`src/stib_pkg.sv`:
```
// ----------------------------------------------------------------------------
// String to integer parser: shared package
// Character codes, register indexes, phase encoding and the command and
// result records passed between the parser stages.
// ----------------------------------------------------------------------------
package stib_pkg;

    localparam int CH_W        = 8;
    localparam int ALPHA_SLOTS = 16;
    localparam int MAX_DIGITS  = 16;
    localparam int POS_W       = 4;
    localparam int RADIX_W     = 5;
    localparam int LEN_W       = 5;
    localparam int OUT_W       = 32;
    localparam int CFG_DATA_W  = 64;
    localparam int CFG_IDX_W   = 2;

    // Register indexes
    localparam logic [CFG_IDX_W-1:0] CFG_ALPHA_LOW  = 2'd0;
    localparam logic [CFG_IDX_W-1:0] CFG_ALPHA_HIGH = 2'd1;
    localparam logic [CFG_IDX_W-1:0] CFG_RADIX      = 2'd2;

    // Character codes
    localparam logic [CH_W-1:0] CH_NUL   = 8'h00;
    localparam logic [CH_W-1:0] CH_TAB   = 8'h09;
    localparam logic [CH_W-1:0] CH_CR    = 8'h0D;
    localparam logic [CH_W-1:0] CH_SPACE = 8'h20;
    localparam logic [CH_W-1:0] CH_PLUS  = 8'h2B;
    localparam logic [CH_W-1:0] CH_MINUS = 8'h2D;

    localparam logic [LEN_W-1:0] MIN_ALPHA_LEN = 5'd2;

    typedef enum logic [1:0] {
        PH_BLANK  = 2'd0,
        PH_SIGN   = 2'd1,
        PH_DIGIT  = 2'd2,
        PH_FROZEN = 2'd3
    } t_phase;

    // One classified character on its way to the accumulator
    typedef struct packed {
        logic               is_blank;
        logic               is_plus;
        logic               is_minus;
        logic               is_digit;
        logic [POS_W-1:0]   pos;
        logic [RADIX_W-1:0] mul;
        logic               last;
        logic               invalid;
    } t_cmd;

    typedef struct packed {
        logic [OUT_W-1:0] value;
        logic             alphabet_invalid;
    } t_res;

endpackage

```
`src/stib_fifo.sv`:
```
// ----------------------------------------------------------------------------
// String to integer parser: small synchronous queue
// Flop based first-in first-out store with full and empty flags.
// ----------------------------------------------------------------------------
module stib_fifo #(
    parameter int WIDTH      = 16,
    parameter int DEPTH_LOG2 = 2
) (
    input  logic             i_clk,
    input  logic             i_rst_n,
    input  logic             i_push,
    input  logic [WIDTH-1:0] i_data,
    input  logic             i_pop,
    output logic [WIDTH-1:0] o_data,
    output logic             o_full,
    output logic             o_empty
);

    localparam int DEPTH = 1 << DEPTH_LOG2;

    logic [WIDTH-1:0]      r_mem [DEPTH];
    logic [DEPTH_LOG2-1:0] r_wr_ptr;
    logic [DEPTH_LOG2-1:0] r_rd_ptr;
    logic [DEPTH_LOG2:0]   r_count;
    logic                  do_push;
    logic                  do_pop;

    assign o_full  = (r_count == (DEPTH_LOG2+1)'(DEPTH));
    assign o_empty = (r_count == '0);
    assign do_push = i_push && !o_full;
    assign do_pop  = i_pop && !o_empty;
    assign o_data  = r_mem[r_rd_ptr];

    always_ff @(posedge i_clk) begin
        if (do_push) begin
            r_mem[r_wr_ptr] <= i_data;
        end
    end

    always_ff @(posedge i_clk) begin
        if (!i_rst_n) begin
            r_wr_ptr <= '0;
            r_rd_ptr <= '0;
            r_count  <= '0;
        end else begin
            if (do_push) begin
                r_wr_ptr <= r_wr_ptr + 1'b1;
            end
            if (do_pop) begin
                r_rd_ptr <= r_rd_ptr + 1'b1;
            end
            case ({do_push, do_pop})
                2'b10:   r_count <= r_count + 1'b1;
                2'b01:   r_count <= r_count - 1'b1;
                default: r_count <= r_count;
            endcase
        end
    end

    a_count_bound: assert property (@(posedge i_clk) disable iff (!i_rst_n)
        r_count <= (DEPTH_LOG2+1)'(DEPTH))
        else $error("queue occupancy beyond depth");

endmodule

```
`src/stib_front.sv`:
```
// ----------------------------------------------------------------------------
// String to integer parser: front end
// Holds the configuration registers and classifies each incoming
// character against the digit alphabet: blank, sign, digit position.
// ----------------------------------------------------------------------------
module stib_front (
    input  logic                               i_clk,
    input  logic                               i_rst_n,
    input  logic                               i_cfg_we,
    input  logic [stib_pkg::CFG_IDX_W-1:0]     i_cfg_idx,
    input  logic [stib_pkg::CFG_DATA_W-1:0]    i_cfg_data,
    input  logic [stib_pkg::CH_W-1:0]          i_ch,
    input  logic                               i_is_last,
    output stib_pkg::t_cmd                     o_cmd
);

    logic [stib_pkg::CFG_DATA_W-1:0] r_alpha_low;
    logic [stib_pkg::CFG_DATA_W-1:0] r_alpha_high;
    logic [stib_pkg::RADIX_W-1:0]    r_radix;

    logic [2*stib_pkg::CFG_DATA_W-1:0] alpha_flat;
    logic [stib_pkg::CH_W-1:0]         chars [stib_pkg::ALPHA_SLOTS];
    logic [stib_pkg::ALPHA_SLOTS-1:0]  slot_used;
    logic [stib_pkg::LEN_W-1:0]        alpha_len;
    logic                              run;
    logic                              bad;
    logic                              hit;
    logic [stib_pkg::POS_W-1:0]        pos;

    always_ff @(posedge i_clk) begin
        if (!i_rst_n) begin
            r_alpha_low  <= '0;
            r_alpha_high <= '0;
            r_radix      <= '0;
        end else if (i_cfg_we) begin
            case (i_cfg_idx)
                stib_pkg::CFG_ALPHA_LOW:  r_alpha_low  <= i_cfg_data;
                stib_pkg::CFG_ALPHA_HIGH: r_alpha_high <= i_cfg_data;
                stib_pkg::CFG_RADIX:      r_radix      <= i_cfg_data[stib_pkg::RADIX_W-1:0];
                default: ;
            endcase
        end
    end

    assign alpha_flat = {r_alpha_high, r_alpha_low};

    always_comb begin
        for (int i = 0; i < stib_pkg::ALPHA_SLOTS; i++) begin
            chars[i] = alpha_flat[i*stib_pkg::CH_W +: stib_pkg::CH_W];
        end
    end

    // The alphabet runs up to the first zero byte
    always_comb begin
        run = 1'b1;
        for (int i = 0; i < stib_pkg::ALPHA_SLOTS; i++) begin
            run = run && (chars[i] != stib_pkg::CH_NUL) && (i < stib_pkg::MAX_DIGITS);
            slot_used[i] = run;
        end
    end

    assign alpha_len = stib_pkg::LEN_W'($countones(slot_used));

    // Signs or a repeated character anywhere in the alphabet spoil it
    always_comb begin
        bad = 1'b0;
        for (int i = 0; i < stib_pkg::ALPHA_SLOTS; i++) begin
            if (slot_used[i] &&
                (chars[i] == stib_pkg::CH_PLUS || chars[i] == stib_pkg::CH_MINUS)) begin
                bad = 1'b1;
            end
            for (int j = i + 1; j < stib_pkg::ALPHA_SLOTS; j++) begin
                if (slot_used[j] && chars[j] == chars[i]) begin
                    bad = 1'b1;
                end
            end
        end
    end

    // First matching slot wins
    always_comb begin
        hit = 1'b0;
        pos = '0;
        for (int i = stib_pkg::ALPHA_SLOTS - 1; i >= 0; i--) begin
            if (slot_used[i] && chars[i] == i_ch) begin
                hit = 1'b1;
                pos = stib_pkg::POS_W'(i);
            end
        end
    end

    always_comb begin
        o_cmd.is_blank = (i_ch == stib_pkg::CH_SPACE) ||
                         (i_ch >= stib_pkg::CH_TAB && i_ch <= stib_pkg::CH_CR);
        o_cmd.is_plus  = (i_ch == stib_pkg::CH_PLUS);
        o_cmd.is_minus = (i_ch == stib_pkg::CH_MINUS);
        o_cmd.is_digit = hit;
        o_cmd.pos      = pos;
        o_cmd.mul      = (r_radix != '0) ? r_radix : alpha_len[stib_pkg::RADIX_W-1:0];
        o_cmd.last     = i_is_last;
        o_cmd.invalid  = bad || (alpha_len < stib_pkg::MIN_ALPHA_LEN);
    end

endmodule

```
`src/stib_back.sv`:
```
// ----------------------------------------------------------------------------
// String to integer parser: back end
// Runs the blank / sign / digit phase machine over classified characters,
// accumulates the value and forms the result on the last character.
// ----------------------------------------------------------------------------
module stib_back #(
    parameter int VALUE_BITS = 32
) (
    input  logic           i_clk,
    input  logic           i_rst_n,
    input  stib_pkg::t_cmd i_cmd,
    input  logic           i_cmd_valid,
    output logic           o_cmd_pop,
    input  logic           i_res_full,
    output logic           o_res_push,
    output stib_pkg::t_res o_res
);

    stib_pkg::t_phase r_phase;
    stib_pkg::t_phase n_phase;
    logic                  r_neg;
    logic                  n_neg;
    logic [VALUE_BITS-1:0] r_acc;
    logic [VALUE_BITS-1:0] n_acc;

    stib_pkg::t_phase      step_phase;
    logic                  step_neg;
    logic [VALUE_BITS-1:0] step_acc;
    logic [63:0]           acc_ext;
    logic [63:0]           signed_val;

    // Hold a last character back only while the result queue is full
    assign o_cmd_pop  = i_cmd_valid && (!i_cmd.last || !i_res_full);
    assign o_res_push = o_cmd_pop && i_cmd.last;

    always_ff @(posedge i_clk) begin
        if (!i_rst_n) begin
            r_phase <= stib_pkg::PH_BLANK;
        end else begin
            r_phase <= n_phase;
        end
    end

    always_ff @(posedge i_clk) begin
        if (!i_rst_n) begin
            r_neg <= 1'b0;
            r_acc <= '0;
        end else begin
            r_neg <= n_neg;
            r_acc <= n_acc;
        end
    end

    always_comb begin
        step_phase = r_phase;
        step_neg   = r_neg;
        step_acc   = r_acc;
        if (step_phase == stib_pkg::PH_BLANK && !i_cmd.is_blank) begin
            step_phase = stib_pkg::PH_SIGN;
        end
        if (step_phase == stib_pkg::PH_SIGN) begin
            if (i_cmd.is_minus) begin
                step_neg = ~step_neg;
            end else if (!i_cmd.is_plus) begin
                step_phase = stib_pkg::PH_DIGIT;
            end
        end
        if (step_phase == stib_pkg::PH_DIGIT) begin
            if (i_cmd.is_digit) begin
                step_acc = VALUE_BITS'(r_acc * VALUE_BITS'(i_cmd.mul))
                         + VALUE_BITS'(i_cmd.pos);
            end else begin
                step_phase = stib_pkg::PH_FROZEN;
            end
        end

        n_phase = r_phase;
        n_neg   = r_neg;
        n_acc   = r_acc;
        if (o_cmd_pop) begin
            if (i_cmd.last) begin
                n_phase = stib_pkg::PH_BLANK;
                n_neg   = 1'b0;
                n_acc   = '0;
            end else begin
                n_phase = step_phase;
                n_neg   = step_neg;
                n_acc   = step_acc;
            end
        end
    end

    assign acc_ext    = 64'(step_acc);
    assign signed_val = step_neg ? (64'd0 - acc_ext) : acc_ext;

    always_comb begin
        o_res.alphabet_invalid = i_cmd.invalid;
        o_res.value            = i_cmd.invalid ? '0 : signed_val[stib_pkg::OUT_W-1:0];
    end

    a_no_push_full: assert property (@(posedge i_clk) disable iff (!i_rst_n)
        o_res_push |-> !i_res_full)
        else $error("result written into a full queue");

    a_restart: assert property (@(posedge i_clk) disable iff (!i_rst_n)
        (o_cmd_pop && i_cmd.last) |=>
            (r_phase == stib_pkg::PH_BLANK && !r_neg && r_acc == '0))
        else $error("parser not back to blank skipping after a string end");

    a_frozen_hold: assert property (@(posedge i_clk) disable iff (!i_rst_n)
        (o_cmd_pop && !i_cmd.last && r_phase == stib_pkg::PH_FROZEN) |=>
            ($stable(r_acc) && r_phase == stib_pkg::PH_FROZEN))
        else $error("accumulator moved after the value froze");

endmodule

```
`src/string_to_int_any_base_core.sv`:
```
// ----------------------------------------------------------------------------
// String to integer parser with configurable digit alphabet
// Top level: front classifier, command queue, accumulator back end and
// result queue.
// ----------------------------------------------------------------------------
// Takes one character per clock cycle without gaps: a character is
// transferred whenever push is high and full is low, and the back end
// drains one queued character every cycle unless it holds a last character back
// while the result queue is full. A string's result is written to the result
// queue when its last character leaves the command queue; the result queue
// shows it as soon as it is written, and it stays there until popped. The
// alphabet compare and the accumulator multiply-add are combinational; only
// a full result queue holding back a last character slows the input side.
// The alphabet and radix may be rewritten between characters of a string;
// each character is classified with the settings in force when transferred.
module string_to_int_any_base_core #(
    parameter int VALUE_BITS     = 32,
    parameter int CMD_DEPTH_LOG2 = 2,
    parameter int RES_DEPTH_LOG2 = 1
) (
    input  logic                            i_clk,
    input  logic                            i_rst_n,
    input  logic                            i_cfg_we,
    input  logic [stib_pkg::CFG_IDX_W-1:0]  i_cfg_idx,
    input  logic [stib_pkg::CFG_DATA_W-1:0] i_cfg_data,
    input  logic                            push,
    output logic                            full,
    input  logic [stib_pkg::CH_W-1:0]       i_ch,
    input  logic                            i_is_last,
    output logic                            empty,
    input  logic                            pop,
    output logic signed [stib_pkg::OUT_W-1:0] o_value,
    output logic                            o_alphabet_invalid
);

    stib_pkg::t_cmd front_cmd;
    stib_pkg::t_cmd queued_cmd;
    logic           cmd_empty;
    logic           cmd_pop;
    stib_pkg::t_res back_res;
    stib_pkg::t_res out_res;
    logic           res_full;
    logic           res_push;

    stib_front u_front (
        .i_clk      (i_clk),
        .i_rst_n    (i_rst_n),
        .i_cfg_we   (i_cfg_we),
        .i_cfg_idx  (i_cfg_idx),
        .i_cfg_data (i_cfg_data),
        .i_ch       (i_ch),
        .i_is_last  (i_is_last),
        .o_cmd      (front_cmd)
    );

    stib_fifo #(
        .WIDTH      ($bits(stib_pkg::t_cmd)),
        .DEPTH_LOG2 (CMD_DEPTH_LOG2)
    ) u_cmd_q (
        .i_clk   (i_clk),
        .i_rst_n (i_rst_n),
        .i_push  (push),
        .i_data  (front_cmd),
        .i_pop   (cmd_pop),
        .o_data  (queued_cmd),
        .o_full  (full),
        .o_empty (cmd_empty)
    );

    stib_back #(
        .VALUE_BITS (VALUE_BITS)
    ) u_back (
        .i_clk       (i_clk),
        .i_rst_n     (i_rst_n),
        .i_cmd       (queued_cmd),
        .i_cmd_valid (!cmd_empty),
        .o_cmd_pop   (cmd_pop),
        .i_res_full  (res_full),
        .o_res_push  (res_push),
        .o_res       (back_res)
    );

    stib_fifo #(
        .WIDTH      ($bits(stib_pkg::t_res)),
        .DEPTH_LOG2 (RES_DEPTH_LOG2)
    ) u_res_q (
        .i_clk   (i_clk),
        .i_rst_n (i_rst_n),
        .i_push  (res_push),
        .i_data  (back_res),
        .i_pop   (pop),
        .o_data  (out_res),
        .o_full  (res_full),
        .o_empty (empty)
    );

    assign o_value            = $signed(out_res.value);
    assign o_alphabet_invalid = out_res.alphabet_invalid;

endmodule
```
`config.mk`:
```
export PLATFORM = sky130hd
export DESIGN_NAME = string_to_int_any_base_core
export DESIGN_NICKNAME = d
export VERILOG_FILES = /design/src/stib_pkg.sv /design/src/stib_fifo.sv /design/src/stib_front.sv /design/src/stib_back.sv /design/src/string_to_int_any_base_core.sv
export SDC_FILE = /design/constraint.sdc
export NUM_CORES = 2
export LEC_CHECK = 0
export BUFFER_PORTS_ARGS = -buffer_cell sky130_fd_sc_hd__buf_2
export CAP_MARGIN = 10
export CORE_ASPECT_RATIO = 0.6
export CORE_UTILIZATION = 30
export CTS_CLUSTER_DIAMETER = 80
export DETAILED_ROUTE_END_ITERATION = 10
export GPL_TIMING_DRIVEN = 1
export PLACE_DENSITY_LB_ADDON = 0.05
export REMOVE_ABC_BUFFERS = 1
export SLEW_MARGIN = 40
export SYNTH_ARGS = -nofsm -noshare
export SYNTH_HDL_FRONTEND = slang
export SYNTH_SLANG_ARGS = --single-unit
```
`constraint.sdc`:
```
create_clock -name i_clk -period 7.3 [get_ports i_clk]
set_input_delay 1.46 -clock i_clk [delete_from_list [all_inputs] [get_ports i_clk]]
set_output_delay 1.46 -clock i_clk [all_outputs]
set_load 0.005 [all_outputs]
```
Word level (Yosys, flattened, before mapping). Memory sizes are Yosys's and may differ from the RTL's. A register that Yosys moved wholly into a read port is not among the register bits. Cells that the tools add are included.

Bitwise logic cells: 1. Eq/ne operators: 181. Magnitude comparators: 3. Reduce and logical (&&, ||, !) cells: 226. $mul: 1. $add $sub $neg: 25. Mux-type cells: 194.

Operator list (number): $eq 8x8->1 (136); $eq 8x6->1 const B (35); $logic_and 1x1->1 (175); $mux 1 (161); $mux 32 (5); $reduce_bool 8->1 (16); $mux 4 (16); $add 5x5->5 (7); $add 32x4->32 (1); $mul 32x5->32 (1); $sub 1x32->32 const A (1); $logic_or 1x1->1 (19); $mux 2 (9); $add 1x1->2 (8); $eq 2x2->1 const B (5); $eq 2x1->1 const B (4); $ge 8x4->1 const B (1); $le 8x4->1 const B (1); $add 2x1->2 const B (3); $logic_not 1->1 (6); $logic_not 2->1 (3); $pmux 3 s2 (1); $reduce_and 2->1 (3); $lt 5x2->1 const B (1); other kinds (11) (13).

Memories kept: 2. Logic and storage cells: 645. Memory bits (writable): 126. Bits in registers: 179. Input port bits: 80. Output and inout port bits: 35.

Memory list: u_res_q.r_mem (words 2, bits a word 33, read ports 1, clocked after Yosys merged registers in 1, write ports 1, RTL line stib_fifo.sv:21) `logic [WIDTH-1:0] r_mem [DEPTH];`; u_cmd_q.r_mem (words 4, bits a word 15, read ports 1, clocked after Yosys merged registers in 1, write ports 1, RTL line stib_fifo.sv:21).

Longest topological paths before layout.
Word-level depth: 140. Depth in mapped cells: 23.

Cells and area by module. A second synthesis with hierarchy kept.

Cells, all modules: 3947. Area total of the unflattened synthesis: 33289.4 um^2.

By module, submodules not included: stib_front (sequential area each 2662.6 um^2, cells each 2589, instances 1, area an instance 19558.8 um^2); stib_back (sequential area each 700.7 um^2, cells each 1096, instances 1, area an instance 8448.1 um^2); stib_fifo (u_cmd_q) (sequential area each 1981.9 um^2, cells each 132, instances 1, area an instance 2670.1 um^2); stib_fifo (u_res_q) (sequential area each 2082.0 um^2, cells each 129, instances 1, area an instance 2608.8 um^2); string_to_int_any_base_core (sequential area each 0.0 um^2, cells each 1, instances 1, area an instance 3.8 um^2).

Worst setup path after synthesis. No wires, ideal clock.

Path kind: register to register. From: register with a tool-made name. To: memory u_res_q.r_mem[0][31] (netlist bit), data pin. Path buffers: 6. Slack: 1033 ps. Arrival: 6001 ps. Stages on the path, launching flop included: 24. Setup time: 266 ps. Data required time: 7034 ps. Period minus slack after synthesis: 6267 ps. Cells stage by stage: dfxtp_1 > buf_6 > buf_2 > mux4_2 > clkbuf_1 > clkbuf_1 > nand2_1 > fa_1 > fa_1 > inv_1 > fa_1 > ha_1 > clkbuf_1 > o21ai_0 > nor4_1 > a21o_1 > or4_1 > a31oi_1 > and2b_1 > and4_1 > buf_4 > and4_1 > a21oi_1 > mux2_1.

RTL lines (RTL line): end, declared (stib_fifo.sv:21).

==> metrics.md <==
| Metric | Value |
|---|---|
| Worst-Skew Late Latency | `0.59 ns` |
| Post-synth EDFFs | `126` |
| Fin util | `33.58%` |
| Syn_area_per_cell | `8.383 sq um` |
| Die Wd | `427.1 um` |
| Max_cap viols | `0` |
| Grt ovf | `0` |
| Largest family of logic cells by synthesized area | `XOR/XNOR gates` |
| Critical-path cell list | `mux4_2 -> buf_4 -> nand2_1 -> fa_1 -> fa_1 -> inv_1 -> fa_1 -> ha_1 -> a21oi_1 -> o21ai_0 -> a21oi_1 -> a31oi_1 -> xnor2_1 -> o21ai_0 -> and2b_1 -> and4_1 -> a21oi_1 -> mux2_1` |
| Worst Path Max Fanout | `24` |
| Pwr Density | `201.7 nW/um^2` |
| CTS Hold Buffers Added | `0` |
| Ys flop type | `dfxtp_1` |
| Cell area after layout | `36,060 sq um` |
| #FFs+latches synth | `308` |
| Buffers and inverters on the worst path | `2` |
| Final Hold Vio Count | `0` |
| Post-synthesis simple-gate area fraction | `18.62%` |
| Sequential-to-total area share from yosys stat | `22.84%` |
| Class of the worst hold path | `reg2reg` |
| R2r setup slk | `0.37 ns` |
| WP data required | `7.61 ns` |
| Wire length per cell | `26.93 um` |
| # setup viols final | `0` |
| Reg2Reg Capture Point | `u_res_q.r_mem[1][31]` |
| Global-route total usage across every layer | `25.24%` |
| Antenna Nets Post-Route | `0` |
| Root Buffer | `clkbuf_16` |
| Number of clock sinks | `308` |
| Total core area | `107,400 sq um` |
| Hold Crit Start | `u_cmd_q.r_count[2]` |
| Max Transition Viols Final | `0` |
| Post-route setup TNS | `0 ns` |
| Crit start category | `flip-flop` |
| Largest net degree at the start of global routing | `101` |
| Hold Path End | `u_cmd_q.r_count[2]` |
| DRT iter0 DRCs | `2,795` |
| Critical path class | `reg2reg` |
| Cell family with most CP delay | `compound AO/OA/AOI/OAI gates` |
| Die area | `109,800 sq um` |
| Final clock skew | `0.02434 ns` |
| CTS tree | `yes` |
| DR DRC count | `0` |
| Cell Area, Placed | `34,800 sq um` |
| Synth Area in Adders | `8.879%` |
| PortBufs | `114` |
| Mux contribution to synthesized area | `2.997%` |
| Ys async rst share | `0%` |
| Share of layout cells above drive strength 1 | `11.33%` |
| Max IR drop VDD | `0.2007 mV` |
| RSZ-0062 raised after global routing | `no` |
| Initial antenna violation count | `10` |
| Relative slew slack | `32.98%` |
| Min Tclk post-route | `6.933 ns` |
| Non-Filler Instances | `5,279` |
| Worst Max-Slew Pin Slew | `0.9961 ns` |
| Xor/xnor share of the synthesized area | `31.29%` |
| Hold path cells | `2` |
| DRT Pass-1 Iters | `5` |
| Post-DP HPWL | `96,480 um` |
| Final Wtd Congestion | `0.9281` |
| Vias in the first global route | `26,690` |
| Area delta synth->final | `10.88%` |
| H-Tree Depth | `2` |
| F_max | `144.2 MHz` |
| Clk pin slew, worst setup/hold paths | `0.06 ns` |
| DRT Wirelength | `142,100 um` |
| Max incr delay on CP | `0.83 ns` |
| Tot Pwr | `7.275 mW` |
| Post-synthesis compound-gate area fraction | `9.275%` |
| Slowest-stage cell, CP | `dfxtp_1` |
| P_leak | `15.69 nW` |
| TritonCTS buffer count | `37` |
| # rows | `93` |
| Yosys synthesis warning count | `0` |
| Post-Syn Area | `32,520 sq um` |
| R2r worst-path depth | `18` |
| Arrival time worst endpoint | `7.24 ns` |
| Synthesized netlist cell count | `3,880` |
| Global-route wire length before repair | `202,600 um` |
| Outcome | `completed` |
| Detail-routed via count per cell | `5.304` |
| Placed Cells | `5,207` |
| Clock Path Buffers | `3` |
| Die Y | `257.1 um` |
| Worst Setup End Kind | `flip-flop` |
| Final #Nets | `4,074` |
| Final period util | `94.97%` |
| Starting Density | `30.28%` |
| Vias post-DR | `28,000` |
| Number of library cell types mapped by synthesis | `82` |
| Ports | `115` |
[metrics by stage]
step / hold slack [ns] / setup WS, ns
after floorplan: 0.4729 / 0.8457
after global placement: 0.5133 / 0.5008
after detailed placement: 0.5269 / 0.4222
after CTS: 0.5359 / 0.3491
after global routing: 0.5609 / 0.04060
final: 0.5365 / 0.3671
[layout by cell type, fill, tap and decap left out, types with 6 or more instances in the layout]
| master | n |
|---|---|
| nor2_1 | 121 |
| mux2i_1 | 22 |
| buf_4 | 168 |
| inv_1 | 133 |
| or3_1 | 28 |
| and3_1 | 18 |
| fa_1 | 98 |
| a21oi_1 | 84 |
| a31oi_1 | 15 |
| ha_1 | 74 |
| or4_1 | 16 |
| nor3_1 | 58 |
| o21ai_0 | 86 |
| clkbuf_16 | 37 |
| o2111ai_1 | 9 |
| nand3_1 | 32 |
| nand4_1 | 148 |
| nor4_1 | 155 |
| a22oi_1 | 12 |
| clkbuf_1 | 6 |
| mux2_2 | 35 |
| nand2_1 | 456 |
| xor2_1 | 594 |
| a21o_1 | 18 |
| buf_2 | 112 |
| edfxtp_1 | 126 |
| nor2b_1 | 24 |
| a21boi_0 | 134 |
| dfxtp_1 | 180 |
| mux4_2 | 15 |
| o211ai_1 | 8 |
| and2_1 | 102 |
| and4_1 | 6 |
| o21a_1 | 8 |
| clkinv_2 | 6 |
| a211oi_1 | 13 |
| xnor2_1 | 566 |
[synthesized netlist by cell type (6+ instances only)]
master | instances | area (sq um)
a22oi_1 | 12 | 90.09
nor3b_1 | 6 | 45.04
nor2_1 | 125 | 469.2
o21a_1 | 9 | 67.56
a21boi_0 | 134 | 1006
a211oi_1 | 13 | 97.59
nor3_1 | 60 | 300.3
mux4_2 | 15 | 337.8
or4_1 | 16 | 120.1
dfxtp_1 | 182 | 3643
nand3_1 | 32 | 160.2
or3_1 | 28 | 175.2
nor2b_1 | 25 | 156.4
buf_1 | 61 | 229.0
inv_1 | 133 | 499.2
xor2_1 | 595 | 5211
edfxtp_1 | 126 | 3784
nand4_1 | 148 | 925.9
and3_1 | 18 | 112.6
clkbuf_1 | 311 | 1167
mux2_2 | 35 | 394.1
and2_1 | 106 | 663.1
o2111ai_1 | 9 | 78.83
a31oi_1 | 15 | 93.84
o211ai_1 | 8 | 60.06
a21oi_1 | 84 | 420.4
ha_1 | 74 | 925.9
o21ai_0 | 88 | 440.4
a21o_1 | 18 | 135.1
and4_1 | 6 | 52.55
fa_1 | 98 | 1962
nor4_1 | 156 | 975.9
nand2_1 | 456 | 1712
mux2i_1 | 22 | 220.2
xnor2_1 | 567 | 4966
[worst register-to-register path: cells and delay by family (launching register included)]
kind	cells	cell delay [ns]
AOI/OAI and AO/OA	6	1.93
adders and majority gates	4	1.83
muxes	2	0.83
DFF	1	0.83
and+or+nand+nor	3	0.69
buffers and inverters	2	0.38
xor gates and xnor gates	1	0.20
[report_power, final]
part	switching, mW	total, mW	internal, mW
Combinational	2.08	3.17	1.09
Clock	0.844	1.93	1.09
Sequential	0.133	2.17	2.04
[logic make-up (layout without fill, tap and decap cells)]
family | Yosys count | count (layout)
buffers and inverters | 517 | 485
other | 0 | 5
DFF | 308 | 308
muxes | 74 | 75
and+or+nand+nor | 1205 | 1205
AOI/OAI and AO/OA | 442 | 442
xor gates and xnor gates | 1162 | 1162
adders and majority gates | 172 | 172
[layout make-up]
cell class | instances | area (sq um)
Fill cell | 11220 | 71340
Multi-Input combinational cell | 3056 | 23220
Sequential cell | 308 | 7432
Timing Repair Buffer | 286 | 1924
Tap cell | 1425 | 1783
Clock buffer | 44 | 962.2
Inverter | 133 | 499.2
Clock inverter | 22 | 230.2
Antenna cell | 5 | 12.51
[flip-flops by register name (all words and copies together) (netlist names), named ones only]
signal                cells
u_back.r_acc             32
u_front.r_alpha_low      64
u_cmd_q.r_count           3
u_back.r_phase            2
u_res_q.r_mem            66
u_res_q.r_wr_ptr          1
u_back.r_neg              1
u_front.r_alpha_high     64
u_front.r_radix           5
u_cmd_q.r_rd_ptr          2
u_cmd_q.r_wr_ptr          2
u_res_q.r_count           2
u_cmd_q.r_mem            60
u_res_q.r_rd_ptr          1
[what timing repair did]
item                                    CTS  global route
endpoints found under the hold margin     0             0
resized for setup                         0             1
buffers inserted                          0             0
endpoints found under the setup margin    0             8
[metal layers]
layer,part of all wire (%),global-route usage [%]
met5,0.0091,0
met4,1.7,4.643
met3,9.9,7.346
met2,35,31.27
met1,53,41.13
[worst max path at each step]
stage / from / to / slack (ns) / cells past startpoint
2_1_floorplan: flip-flop / u_res_q.r_mem[0][31] / 0.85 / 17
5_1_grt: flip-flop / u_res_q.r_mem[0][31] / 0.04 / 19
3_5_place_dp: flip-flop / u_res_q.r_mem[0][31] / 0.42 / 19
3_3_place_gp: flip-flop / u_res_q.r_mem[0][31] / 0.50 / 19
6_report: flip-flop / u_res_q.r_mem[1][31] / 0.37 / 18
4_1_cts: flip-flop / u_res_q.r_mem[1][31] / 0.35 / 19
Power figures use the tool's default switching activity.
